`src/rtl/core/assert_macros.svh`:
```
// Assertion macros for the RTL of the argument tokenizer.
// Depends on nothing; taken in by quoted_argument_tokenizer_core, which checks its own logic.
`ifndef ASSERT_MACROS_SVH
`define ASSERT_MACROS_SVH

// Same-cycle implication, disabled during reset.
`define ASSERT_IMPLY(label, clk, rst, ante, cons) \
   label: assert property (@(posedge clk) disable iff (rst) (ante) |-> (cons)) \
      else $error("assertion failed: same-cycle implication");

// Next-cycle implication, disabled during reset.
`define ASSERT_NEXT(label, clk, rst, ante, cons) \
   label: assert property (@(posedge clk) disable iff (rst) (ante) |=> (cons)) \
      else $error("assertion failed: next-cycle implication");

`endif

```
`src/rtl/core/qat_pkg.sv`:
```
// Package for the argument tokenizer: parse modes, byte codes, result word type.
// Depends on nothing; used by qat_step and quoted_argument_tokenizer_core.
package qat_pkg;

   typedef enum logic [2:0] {
      MODE_START     = 3'd0,
      MODE_LEADWS    = 3'd1,
      MODE_BETWEEN   = 3'd2,
      MODE_TOKEN     = 3'd3,
      MODE_TOKEN_ESC = 3'd4,
      MODE_QUOTE     = 3'd5,
      MODE_QUOTE_ESC = 3'd6,
      MODE_IGNORE    = 3'd7
   } mode_type;

   localparam logic [7:0] CH_SPACE  = 8'h20;
   localparam logic [7:0] CH_TAB    = 8'h09;
   localparam logic [7:0] CH_QUOTE  = 8'h22;
   localparam logic [7:0] CH_BSLASH = 8'h5C;

   localparam logic [7:0] MAX_TOKENS_RESET = 8'd64;

   // Register index as decoded from the byte address
   localparam logic REG_MAX_TOKENS = 1'b0;

   typedef struct packed {
      logic       char_valid;
      logic [7:0] char_out;
      logic       token_end;
      logic [7:0] token_index;
      logic       line_done;
      logic [7:0] token_count;
   } result_type;

endpackage

```
`src/rtl/core/qat_step.sv`:
```
// One byte step of the tokenizer: next parse mode, token count and result word.
// Depends on qat_pkg.
module qat_step (
   input  qat_pkg::mode_type   mode,
   input  logic [7:0]          tokens_seen,
   input  logic [7:0]          max_tokens,
   input  logic [7:0]          byte_in,
   input  logic                line_last,
   output qat_pkg::mode_type   mode_next,
   output logic [7:0]          tokens_next,
   output qat_pkg::result_type result
);

   logic              is_ws;
   logic              is_quote;
   logic              is_bslash;
   logic              at_limit;
   qat_pkg::mode_type mode_step;
   logic              emit;
   logic              step_close;
   logic              last_close;
   logic [7:0]        seen_step;
   logic [7:0]        seen_final;

   assign is_ws     = (byte_in == qat_pkg::CH_SPACE) || (byte_in == qat_pkg::CH_TAB);
   assign is_quote  = (byte_in == qat_pkg::CH_QUOTE);
   assign is_bslash = (byte_in == qat_pkg::CH_BSLASH);
   assign at_limit  = (tokens_seen >= max_tokens);

   // Next state
   always_comb begin
      mode_step  = mode;
      emit       = 1'b0;
      step_close = 1'b0;
      case (mode)
         qat_pkg::MODE_START, qat_pkg::MODE_LEADWS, qat_pkg::MODE_BETWEEN: begin
            if (is_ws) begin
               if (mode == qat_pkg::MODE_START) begin
                  mode_step = qat_pkg::MODE_LEADWS;
               end
            end else if (at_limit) begin
               mode_step = qat_pkg::MODE_IGNORE;
            end else if (is_quote) begin
               mode_step = qat_pkg::MODE_QUOTE;
            end else if (is_bslash) begin
               mode_step = qat_pkg::MODE_TOKEN_ESC;
            end else begin
               mode_step = qat_pkg::MODE_TOKEN;
               emit      = 1'b1;
            end
         end
         qat_pkg::MODE_TOKEN: begin
            if (is_ws) begin
               mode_step  = qat_pkg::MODE_BETWEEN;
               step_close = 1'b1;
            end else if (is_quote) begin
               mode_step = qat_pkg::MODE_QUOTE;
            end else if (is_bslash) begin
               mode_step = qat_pkg::MODE_TOKEN_ESC;
            end else begin
               emit = 1'b1;
            end
         end
         qat_pkg::MODE_TOKEN_ESC: begin
            mode_step = qat_pkg::MODE_TOKEN;
            emit      = 1'b1;
         end
         qat_pkg::MODE_QUOTE: begin
            if (is_quote) begin
               mode_step = qat_pkg::MODE_TOKEN;
            end else if (is_bslash) begin
               mode_step = qat_pkg::MODE_QUOTE_ESC;
            end else begin
               emit = 1'b1;
            end
         end
         qat_pkg::MODE_QUOTE_ESC: begin
            mode_step = qat_pkg::MODE_QUOTE;
            emit      = 1'b1;
         end
         default: begin
            mode_step = mode;
         end
      endcase

      seen_step = tokens_seen + {7'd0, step_close};

      // An open token closes at line end; a whitespace-only line gets one empty token
      last_close = line_last &&
                   ((mode_step inside {qat_pkg::MODE_TOKEN, qat_pkg::MODE_TOKEN_ESC,
                                       qat_pkg::MODE_QUOTE, qat_pkg::MODE_QUOTE_ESC}) ||
                    ((mode_step == qat_pkg::MODE_LEADWS) && !at_limit));

      seen_final  = seen_step + {7'd0, last_close};
      mode_next   = line_last ? qat_pkg::MODE_START : mode_step;
      tokens_next = line_last ? 8'd0 : seen_step;
   end

   // Outputs; at most one close per byte, so a reported index is always the pre-step count
   always_comb begin
      result.char_valid  = emit;
      result.char_out    = emit ? byte_in : 8'd0;
      result.token_end   = step_close || last_close;
      result.token_index = (emit || step_close || last_close) ? tokens_seen : 8'd0;
      result.line_done   = line_last;
      result.token_count = line_last ? seen_final : 8'd0;
   end

endmodule

```
`src/rtl/core/quoted_argument_tokenizer_core.sv`:
```
// Shell-style argument tokenizer, one line byte per word in, one result word out.
// An accepted byte's result word is registered in the output register, or in the skid on a stall.
// Throughput: 1 byte per cycle while req_stall is low; the parse step is one mode/count update.
// A two-entry output (register plus skid) takes one more byte while the output is stalled.
// Reset (synchronous): line start mode, count 0, max_tokens 64, outputs empty.
// Depends on qat_pkg, qat_step and assert_macros.svh.
`include "assert_macros.svh"

module quoted_argument_tokenizer_core (
   input  logic        clock,
   input  logic        reset,
   // byte input
   input  logic        req_valid,
   output logic        req_stall,
   input  logic [7:0]  req_byte_in,
   input  logic        req_line_last,
   // result output
   output logic        rsp_valid,
   input  logic        rsp_stall,
   output logic        rsp_char_valid,
   output logic [7:0]  rsp_char_out,
   output logic        rsp_token_end,
   output logic [7:0]  rsp_token_index,
   output logic        rsp_line_done,
   output logic [7:0]  rsp_token_count,
   // configuration
   input  logic        csr_psel,
   input  logic        csr_penable,
   input  logic        csr_pwrite,
   input  logic [2:0]  csr_paddr,
   input  logic [31:0] csr_pwdata,
   output logic [31:0] csr_prdata,
   output logic        csr_pready
);

   qat_pkg::mode_type   mode_ff, mode_in;
   logic [7:0]          seen_ff, seen_in;
   logic [7:0]          max_tokens_ff;
   qat_pkg::result_type step_result;
   qat_pkg::result_type out_ff;
   qat_pkg::result_type skid_ff;
   logic                out_valid_ff;
   logic                skid_valid_ff;
   logic                accept;
   logic                out_free;
   logic                csr_write;

   assign req_stall = skid_valid_ff;
   assign accept    = req_valid && !req_stall;
   assign out_free  = !out_valid_ff || !rsp_stall;

   qat_step u_step (
      .mode        (mode_ff),
      .tokens_seen (seen_ff),
      .max_tokens  (max_tokens_ff),
      .byte_in     (req_byte_in),
      .line_last   (req_line_last),
      .mode_next   (mode_in),
      .tokens_next (seen_in),
      .result      (step_result)
   );

   // parse state
   always_ff @(posedge clock) begin
      if (reset) begin
         mode_ff <= qat_pkg::MODE_START;
         seen_ff <= 8'd0;
      end else if (accept) begin
         mode_ff <= mode_in;
         seen_ff <= seen_in;
      end
   end

   // output register with skid
   always_ff @(posedge clock) begin
      if (reset) begin
         out_valid_ff  <= 1'b0;
         skid_valid_ff <= 1'b0;
      end else if (out_free) begin
         if (skid_valid_ff) begin
            out_valid_ff  <= 1'b1;
            skid_valid_ff <= 1'b0;
         end else begin
            out_valid_ff <= accept;
         end
      end else if (accept) begin
         skid_valid_ff <= 1'b1;
      end
   end

   always_ff @(posedge clock) begin
      if (out_free) begin
         out_ff <= skid_valid_ff ? skid_ff : step_result;
      end
      if (!out_free && accept) begin
         skid_ff <= step_result;
      end
   end

   assign rsp_valid       = out_valid_ff;
   assign rsp_char_valid  = out_ff.char_valid;
   assign rsp_char_out    = out_ff.char_out;
   assign rsp_token_end   = out_ff.token_end;
   assign rsp_token_index = out_ff.token_index;
   assign rsp_line_done   = out_ff.line_done;
   assign rsp_token_count = out_ff.token_count;

   // configuration
   assign csr_pready = 1'b1;
   assign csr_write  = csr_psel && csr_penable && csr_pwrite && csr_pready;

   always_ff @(posedge clock) begin
      if (reset) begin
         max_tokens_ff <= qat_pkg::MAX_TOKENS_RESET;
      end else if (csr_write && (csr_paddr[2] == qat_pkg::REG_MAX_TOKENS)) begin
         max_tokens_ff <= csr_pwdata[7:0];
      end
   end

   assign csr_prdata = (csr_paddr[2] == qat_pkg::REG_MAX_TOKENS) ?
                       {24'd0, max_tokens_ff} : 32'd0;

   `ASSERT_IMPLY(a_skid_behind_out, clock, reset, skid_valid_ff, out_valid_ff)
   `ASSERT_NEXT(a_line_end_clears, clock, reset, accept && req_line_last,
                (seen_ff == 8'd0) && (mode_ff == qat_pkg::MODE_START))
   `ASSERT_NEXT(a_skid_moves_up, clock, reset, skid_valid_ff && !rsp_stall,
                out_valid_ff && !skid_valid_ff)
   `ASSERT_IMPLY(a_count_only_at_end, clock, reset, out_valid_ff && !out_ff.line_done,
                 out_ff.token_count == 8'd0)

endmodule
```
`config.mk`:
```
export PLATFORM = sky130hd
export DESIGN_NAME = quoted_argument_tokenizer_core
export DESIGN_NICKNAME = d
export VERILOG_FILES = /design/src/rtl/core/qat_pkg.sv /design/src/rtl/core/qat_step.sv /design/src/rtl/core/quoted_argument_tokenizer_core.sv
export VERILOG_INCLUDE_DIRS = /design/src /design/src/rtl/core
export SDC_FILE = /design/constraint.sdc
export NUM_CORES = 1
export LEC_CHECK = 0
export ABC_AREA = 1
export BUFFER_PORTS_ARGS = -buffer_cell sky130_fd_sc_hd__clkbuf_2
export CAP_MARGIN = 20
export CORE_MARGIN = 1.5
export CORE_UTILIZATION = 25
export CTS_CLUSTER_SIZE = 28
export DETAILED_ROUTE_END_ITERATION = 10
export GPL_ROUTABILITY_DRIVEN = 1
export PLACE_DENSITY = 0.54
export SLEW_MARGIN = 20
export SYNTH_ARGS = -nofsm -noshare
export SYNTH_HDL_FRONTEND = slang
export SYNTH_SLANG_ARGS = --single-unit
```
`constraint.sdc`:
```
create_clock -name clock -period 3.15 [get_ports clock]
set_input_delay 0 -clock clock [delete_from_list [all_inputs] [get_ports clock]]
set_output_delay 0 -clock clock [all_outputs]
set_load 0.005 [all_outputs]
```
==> results of run 1 <==
-- cell families after synthesis --
| logic type | after synthesis | share of synthesized area (%) |
|---|---|---|
| xor gates and xnor gates | 3 | 0.808 |
| and+or+nand+nor | 221 | 26.2 |
| AOI/OAI and AO/OA | 60 | 7.90 |
| adders and majority gates | 12 | 3.59 |
| buffers and inverters | 102 | 12.5 |
| DFF | 75 | 48.8 |
| other | 2 | 0.180 |
-- per-stage QoR --
stage | utilization (%) | cells | hold WS [ns] | setup WS, ns | total power, mW
after floorplan | - | 498 | 0.0691 | 0.346 | 1.27
after global placement | 28.4 | 754 | 0.223 | 0.179 | 1.32
after detailed placement | 28.4 | 754 | 0.224 | 0.149 | 1.32
after CTS | 31.1 | 785 | 0.00221 | 0.124 | 2.35
after global routing | 31.2 | 785 | 0.0377 | 0.0191 | 2.41
final | 31.2 | 785 | 0.0146 | 0.261 | 2.32
-- placed cells by master (no fill, tap or decap), types with 6 or more instances in the layout --
master,synthesis,layout
a21oi_1,25,24
o21ai_1,6,6
nand2_2,11,11
clkbuf_16,0,9
nand2_1,132,132
ha_1,12,12
dfxtp_1,21,21
dlygate4sd3_1,1,15
clkbuf_2,0,61
conb_1,2,25
nor2_2,6,8
edfxtp_1,54,54
inv_2,6,6
o21ai_0,20,20
nand3_1,14,14
nor2_1,27,25
inv_1,57,57
nand3_2,10,10
nor2_4,11,11
buf_4,25,13
-- power breakdown --
part	total, mW	switching, mW	internal, mW
Clock	1.00	0.392	0.609
Sequential	1.11	0.0124	1.10
Combinational	0.201	0.124	0.0767
-- per-layer routing --
metal	wire (microns)	share of wire, %	up-vias
met1	4010	45	1453
li1	-	-	1650
met5	0	0	-
met2	4260	48	94
met3	441	5.0	13
met4	141	1.6	0
-- state kept, by name, summed over array words and instances, names as in the netlist --
signal / flops
skid_ff: 27
max_tokens_ff: 8
rsp_char_out: 8
rsp_token_count: 8
rsp_token_index: 8
seen_ff: 8
mode_ff: 3
req_stall: 1
rsp_char_valid: 1
rsp_line_done: 1
rsp_token_end: 1
rsp_valid: 1
-- what timing repair did --
item / 4_1_cts / 5_1_grt
hold buffers: 15 / 0
setup endpoints to repair: 0 / 5
endpoints found under the hold margin: 15 / 0
gates resized for setup: 0 / 4
-- final timing paths --
| path | depth (start not counted) | start | to | slack [ns] |
|---|---|---|---|---|
| setup reg to reg | 15 | mode_ff[1]$_SDFFE_PP0P_ | rsp_token_count[7]$_DFFE_PP_ | 0.26 |
| hold reg to reg | 2 | max_tokens_ff[0]$_SDFFE_PP0P_ | max_tokens_ff[0]$_SDFFE_PP0P_ | 0.49 |
| hold / removal | 3 | req_byte_in[4] | skid_ff[22]$_DFFE_PP_ | 0.01 |
| setup / recovery | 15 | mode_ff[1]$_SDFFE_PP0P_ | rsp_token_count[7]$_DFFE_PP_ | 0.26 |
-- final cells by class --
class | count | area, sq um
clock buffers | 11 | 233
clock inverters | 5 | 53.8
fillers | 1792 | 11300
inverters | 64 | 253
multi-input cells | 321 | 1730
flip-flops and latches | 75 | 2040
well taps | 220 | 275
repair buffers | 89 | 553
-- worst register-to-register path, cell delays in order (launching register included) --
cell      delay, ns
dfxtp_1        0.41
nand2_1        0.14
nor2_2         0.22
a21boi_0       0.35
ha_1           0.28
ha_1           0.18
nand2_1        0.07
nor2_1         0.18
nand3_1        0.11
xor2_1         0.18
inv_1          0.11
nand4_1        0.11
o21ai_1        0.14
a21oi_1        0.06
nand2_1        0.07
nand2_1        0.04
==> metrics.cfg, run 1 <==
[outcome]
status = complete, no violations

[final_layout]
antenna_cells = 0
finalInstanceArea_sq_um = 5140
nNetsFinal = 623
drive_gt1_share_pct = 26.0
syn2layout_area_growth_pct = 22.9

[sta]
period_minus_slack_ns = 2.89
slew_viol_final = 0
period_share_pct = 91.7
worst_pin_slew_ns = 0.652
setup_tns_ns = 0
rsz0062_at_grt = no
max_freq_mhz = 346
hold_viol = 0
finClkSkew_ns = 0.00875
setup-violations-final = 0
slew_headroom_pct = 56.3

[logic_synthesis]
synth-seq-cells = 75
yosys-top-cells-count = nand2_1, inv_1, edfxtp_1, nor2_1
synth_edf_count = 54
yosysTopAreaCell = edfxtp_1
yosysSeqAreaShare_pct = 48.8
yosysWarnings = 0
postSynthAreaPerCell_sq_um = 8.81
yosysMostFrequentCell = nand2_1
ys_types = 38
syn-instance-count = 475
synth_top_cell_area_share_pct = 38.8
synthTopCellsByArea = edfxtp_1, nand2_1, dfxtp_1
synthArstFlopShare_pct = 0
syn-cell-area_sq_um = 4180
synth_ff_type = edfxtp_1

[cts]
cts_buffer_depth = 2
htree_levels = 3
clock_latency_ns = 0.34
clk_pin_slew_worst_paths_ns = 0.06
post_cts_buffers = 0
clock_sinks = 75
root_buffer = clkbuf_16
numCtsBuffers = 9
cts_tree = done

[detailed_routing]
drt_drc_violations_left = 0
route.vias.total = 3210
routedWlPerCell_microns = 11.3
wirelength_microns = 8860
ant_nets = 0
drtIter0Drc = 119
routed_via_density = 4.09
dr.pass1.iters = 4

[placement]
detailed_place.area_sq_um = 4680
io_buffers = 61
dp.final_hpwl_microns = 6550
gp_congestion = 0.861

[worst_setup_path]
worstPathRequired_ns = 3.25
crit_buf_inv = 1
path_cells = nand2_1 -> nor2_2 -> a21boi_0 -> ha_1 -> ha_1 -> nand2_1 -> nor2_1 -> nand3_1 -> xor2_1 -> inv_1 -> nand4_1 -> o21ai_1 -> a21oi_1 -> nand2_1 -> nand2_1
cpMaxStageDelayCell = dfxtp_1
arrival_ns = 2.99
crit_path_max_fanout = 6
worst_path_most_repeated_cell = nand2_1
cp-start-kind = flip-flop
crit_family = simple AND/OR/NAND/NOR gates
crit_type = flip-flop to flip-flop
cp_slowest_stage_delay_ns = 0.41
cp-end-kind = flip-flop

[power]
cellLeakagePower_nw = 2.33
power.density_nw_per_um2 = 450
vdd_drop_max_v = 0.000246

[grt]
grtUsageMet1_pct = 12.5
busiest_layer = met2
grtUsageTotal_pct = 10.5
grt-ovfl-total = 0
grt_pass1_wl_microns = 14600
grt.met3_usage_pct = 2.42
grt_use_met2_pct = 17.7
grt_max_degree = 35
grt_pass1_vias = 3027
antenna_found_initial = 0

[min_path]
hold_path_class = input pin to flip-flop

[floorplan]
dieWidth_microns = 132
core_area_sq_um = 16500
core.rowCount = 47
die_h_microns = 132
pin_count = 113
die_area_sq_um = 17500
start_util_pct = 25.4

[job]
cap_violations = 0

(Power assumes the default switching activity.)
==> run 2: changes to the inputs <==
--- a/config.mk
+++ b/config.mk
@@ -7,6 +7,7 @@
 export NUM_CORES = 1
 export LEC_CHECK = 0
 export ABC_AREA = 1
+export ABC_CLOCK_PERIOD_IN_PS = 2900
 export BUFFER_PORTS_ARGS = -buffer_cell sky130_fd_sc_hd__clkbuf_2
 export CAP_MARGIN = 20
 export CORE_MARGIN = 1.5
==> constraint.sdc (replaced) <==
create_clock -name clock -period 2.9 [get_ports clock]
set_input_delay 0 -clock clock [delete_from_list [all_inputs] [get_ports clock]]
set_output_delay 0 -clock clock [all_outputs]
set_load 0.005 [all_outputs]
==> run 2 against run 1 <==
  * Non-clock buffer count grew 12
  * Global-route usage grew 0.20 points
  * Die area unchanged
==> metrics.cfg, run 2 (synthesis results as in run 1) <==
[worst_setup_path]
crit_path_max_fanout = 3  ; was 6
crit_type = flip-flop to flip-flop  ; unchanged
worstPathRequired_ns = 3.00  ; was 3.25 ns
regToRegEndpoint = rsp_token_count[6]$_DFFE_PP_  ; was rsp_token_count[7]$_DFFE_PP_
rr_worst_depth = 21  ; was 15
arrival_ns = 2.79  ; was 2.99 ns
r2r_setup_slack_ns = 0.21  ; was 0.26 ns
cp-end-kind = flip-flop  ; unchanged
cp-start-kind = flip-flop  ; unchanged
r2r-start = max_tokens_ff[0]$_SDFFE_PP0P_  ; was mode_ff[1]$_SDFFE_PP0P_

[grt]
grt-ovfl-total = 0  ; unchanged
grt_pass1_wl_microns = 14800  ; was 14,600 microns
grt.met3_usage_pct = 3.08  ; was 2.42%
grt_use_met2_pct = 17.6  ; was 17.7%
grtUsageMet1_pct = 13.0  ; was 12.5%
grt_max_degree = 36  ; was 35
grtUsageTotal_pct = 10.7  ; was 10.5%
grt_pass1_vias = 3097  ; was 3,027
antenna_found_initial = 0  ; unchanged
busiest_layer = met2  ; unchanged

[final_layout]
final_common_cell = nand2_1  ; unchanged
syn2layout_area_growth_pct = 28.2  ; was 22.9%
finalInstanceArea_sq_um = 5360  ; was 5140 sq um
largest_register = skid_ff  ; unchanged
largest_reg_flops = 27  ; unchanged
final_cell_mix = nand2_1, clkbuf_2, edfxtp_1  ; was nand2_1, clkbuf_2, inv_1
fin_util_pct = 32.6  ; was 31.2%
fillers = 1765  ; was 1,792
drive_gt1_share_pct = 32.6  ; was 26.0%
nNetsFinal = 635  ; was 623
antenna_cells = 0  ; unchanged

[job]
cap_violations = 0  ; unchanged

[cts]
clk_pin_slew_worst_paths_ns = 0.06  ; about the same
root_buffer = clkbuf_16  ; unchanged
clock_latency_ns = 0.34  ; about the same
cts_tree = done  ; unchanged
htree_levels = 3  ; unchanged
clock_sinks = 75  ; unchanged
numCtsBuffers = 9  ; unchanged
cts_buffer_depth = 2  ; unchanged

[detailed_routing]
drtIter0Drc = 157  ; was 119
routed_via_density = 4.06  ; was 4.09
routedWlPerCell_microns = 11.6  ; was 11.3 microns
wirelength_microns = 9270  ; was 8860 microns
dr.pass1.iters = 5  ; was 4
ant_nets = 0  ; unchanged
route.vias.total = 3236  ; was 3,210
drt_drc_violations_left = 0  ; unchanged

[power]
power.density_nw_per_um2 = 457  ; was 450 nW/um^2
cellLeakagePower_nw = 2.39  ; was 2.33 nW
vdd_drop_max_v = 0.000306  ; was 0.000246 V
total_power_mw = 2.45  ; was 2.32 mW

[sta]
hold_viol = 0  ; unchanged
slew_viol_final = 0  ; unchanged
period_share_pct = 92.7  ; was 91.7%
max_freq_mhz = 372  ; was 346 MHz
setup-violations-final = 0  ; unchanged
slew_headroom_pct = 54.3  ; was 56.3%
finClkSkew_ns = 0.00759  ; was 0.00875 ns
worst_pin_slew_ns = 0.680  ; was 0.652 ns
period_minus_slack_ns = 2.69  ; was 2.89 ns

[floorplan]
pin_count = 113  ; unchanged
core_area_sq_um = 16500  ; unchanged
core.rowCount = 47  ; unchanged
dieWidth_microns = 132  ; unchanged
die_h_microns = 132  ; unchanged
die_area_sq_um = 17500  ; unchanged
start_util_pct = 25.4  ; unchanged

[min_path]
hold_depth = 3  ; unchanged
min-delay-start = req_byte_in[5]  ; was req_byte_in[4]
hold_path_end = skid_ff[23]$_DFFE_PP_  ; was skid_ff[22]$_DFFE_PP_
hold_path_class = input pin to flip-flop  ; unchanged

[placement]
gp_congestion = 0.923  ; was 0.861
io_buffers = 61  ; unchanged
detailed_place.area_sq_um = 4730  ; was 4680 sq um
dp.final_hpwl_microns = 6640  ; was 6550 microns

[outcome]
status = complete, no violations  ; unchanged

-- run 2: changes by cell type in the layout (fill, tap and decap cells not counted), sizes merged --
| cell | before | now |
|---|---|---|
| dlygate4sd3 | 15 | 16 |
| clkinv | 2 | 3 |
| bufinv | 1 | 0 |
| buf | 13 | 24 |
| clkinvlp | 2 | 0 |
| clkbuf | 72 | 74 |
-- run 2: worst max-delay path by stage --
stage,startpoint,end,cells past startpoint
global route,max_tokens_ff[7]$_SDFFE_PP0P_,rsp_token_count[6]$_DFFE_PP_,22
floorplan,seen_ff[0]$_SDFFE_PP0P_,rsp_token_count[6]$_DFFE_PP_,22
CTS,max_tokens_ff[3]$_SDFFE_PP0P_,rsp_token_count[6]$_DFFE_PP_,22
global placement,seen_ff[2]$_SDFFE_PP0P_,rsp_token_count[6]$_DFFE_PP_,21
finish,max_tokens_ff[0]$_SDFFE_PP0P_,rsp_token_count[6]$_DFFE_PP_,21
detailed placement,seen_ff[0]$_SDFFE_PP0P_,rsp_token_count[6]$_DFFE_PP_,22
-- run 2: cell type report --
class / count / area [sq um] / share of cell area, %
clock inverter: 3 / 15.0 / 0.280
timing repair buffer: 101 / 646 / 12.0
tap: 220 / 275 / 5.13
clock buffer: 13 / 250 / 4.67
inverter: 64 / 253 / 4.71
multi-input combinational: 321 / 1880 / 35.0
sequential: 75 / 2050 / 38.2
-- run 2: stage by stage --
stage | cells | TNS, ns | hold slack (ns) | setup slack, ns
after floorplan | 498 | 0 | 0.0691 | 0.0960
after detailed placement | 761 | -0.0408 | 0.226 | -0.0408
after CTS | 793 | 0 | 0.000814 | 0.0280
after global routing | 797 | -0.0167 | 0.0477 | -0.0101
final | 797 | 0 | 0.0162 | 0.212
after global placement | 761 | 0 | 0.223 | 0.0713
-- run 2: metal layers --
metal / part of all wire [%] / wire [microns] / vias up
met3: 5.1 / 476 / 12
met2: 48 / 4460 / 96
met4: 2.1 / 196 / 0
met1: 45 / 4130 / 1459
li1: - / - / 1669
met5: 0 / 0 / -
-- run 2: worst max-delay path, stage by stage, from the launching register on --
cell     delay (ns)
dfxtp_1        0.39
ha_4           0.22
nand2_1        0.07
nor2_1         0.04
nor2_1         0.07
nand2_1        0.10
a21oi_2        0.21
nand2_2        0.09
a21oi_2        0.15
nand3_2        0.08
nand2_2        0.09
nand2_4        0.05
inv_2          0.06
ha_4           0.15
ha_4           0.13
nand2_2        0.06
nor2_4         0.10
nand2_2        0.08
nor3_2         0.14
nor3_2         0.07
nand2_1        0.07
nand2_1        0.05
-- run 2: power by group --
| part | switching, mW | total, mW | internal [mW] | leakage, nW |
|---|---|---|---|---|
| clock | 0.415 | 1.01 | 0.598 | 0.133 |
| combinational | 0.139 | 0.230 | 0.0908 | 1.53 |
| sequential | 0.0141 | 1.21 | 1.20 | 0.724 |
| total | 0.569 | 2.45 | 1.88 | 2.39 |
-- run 2: timing repair --
item | CTS | global route
setup endpoints to repair | 1 | 9
pin swaps | 0 | 17
buffers inserted | 0 | 4
gates resized for setup | 1 | 40
hold buffers | 16 | 0
hold endpoints to repair | 17 | 0
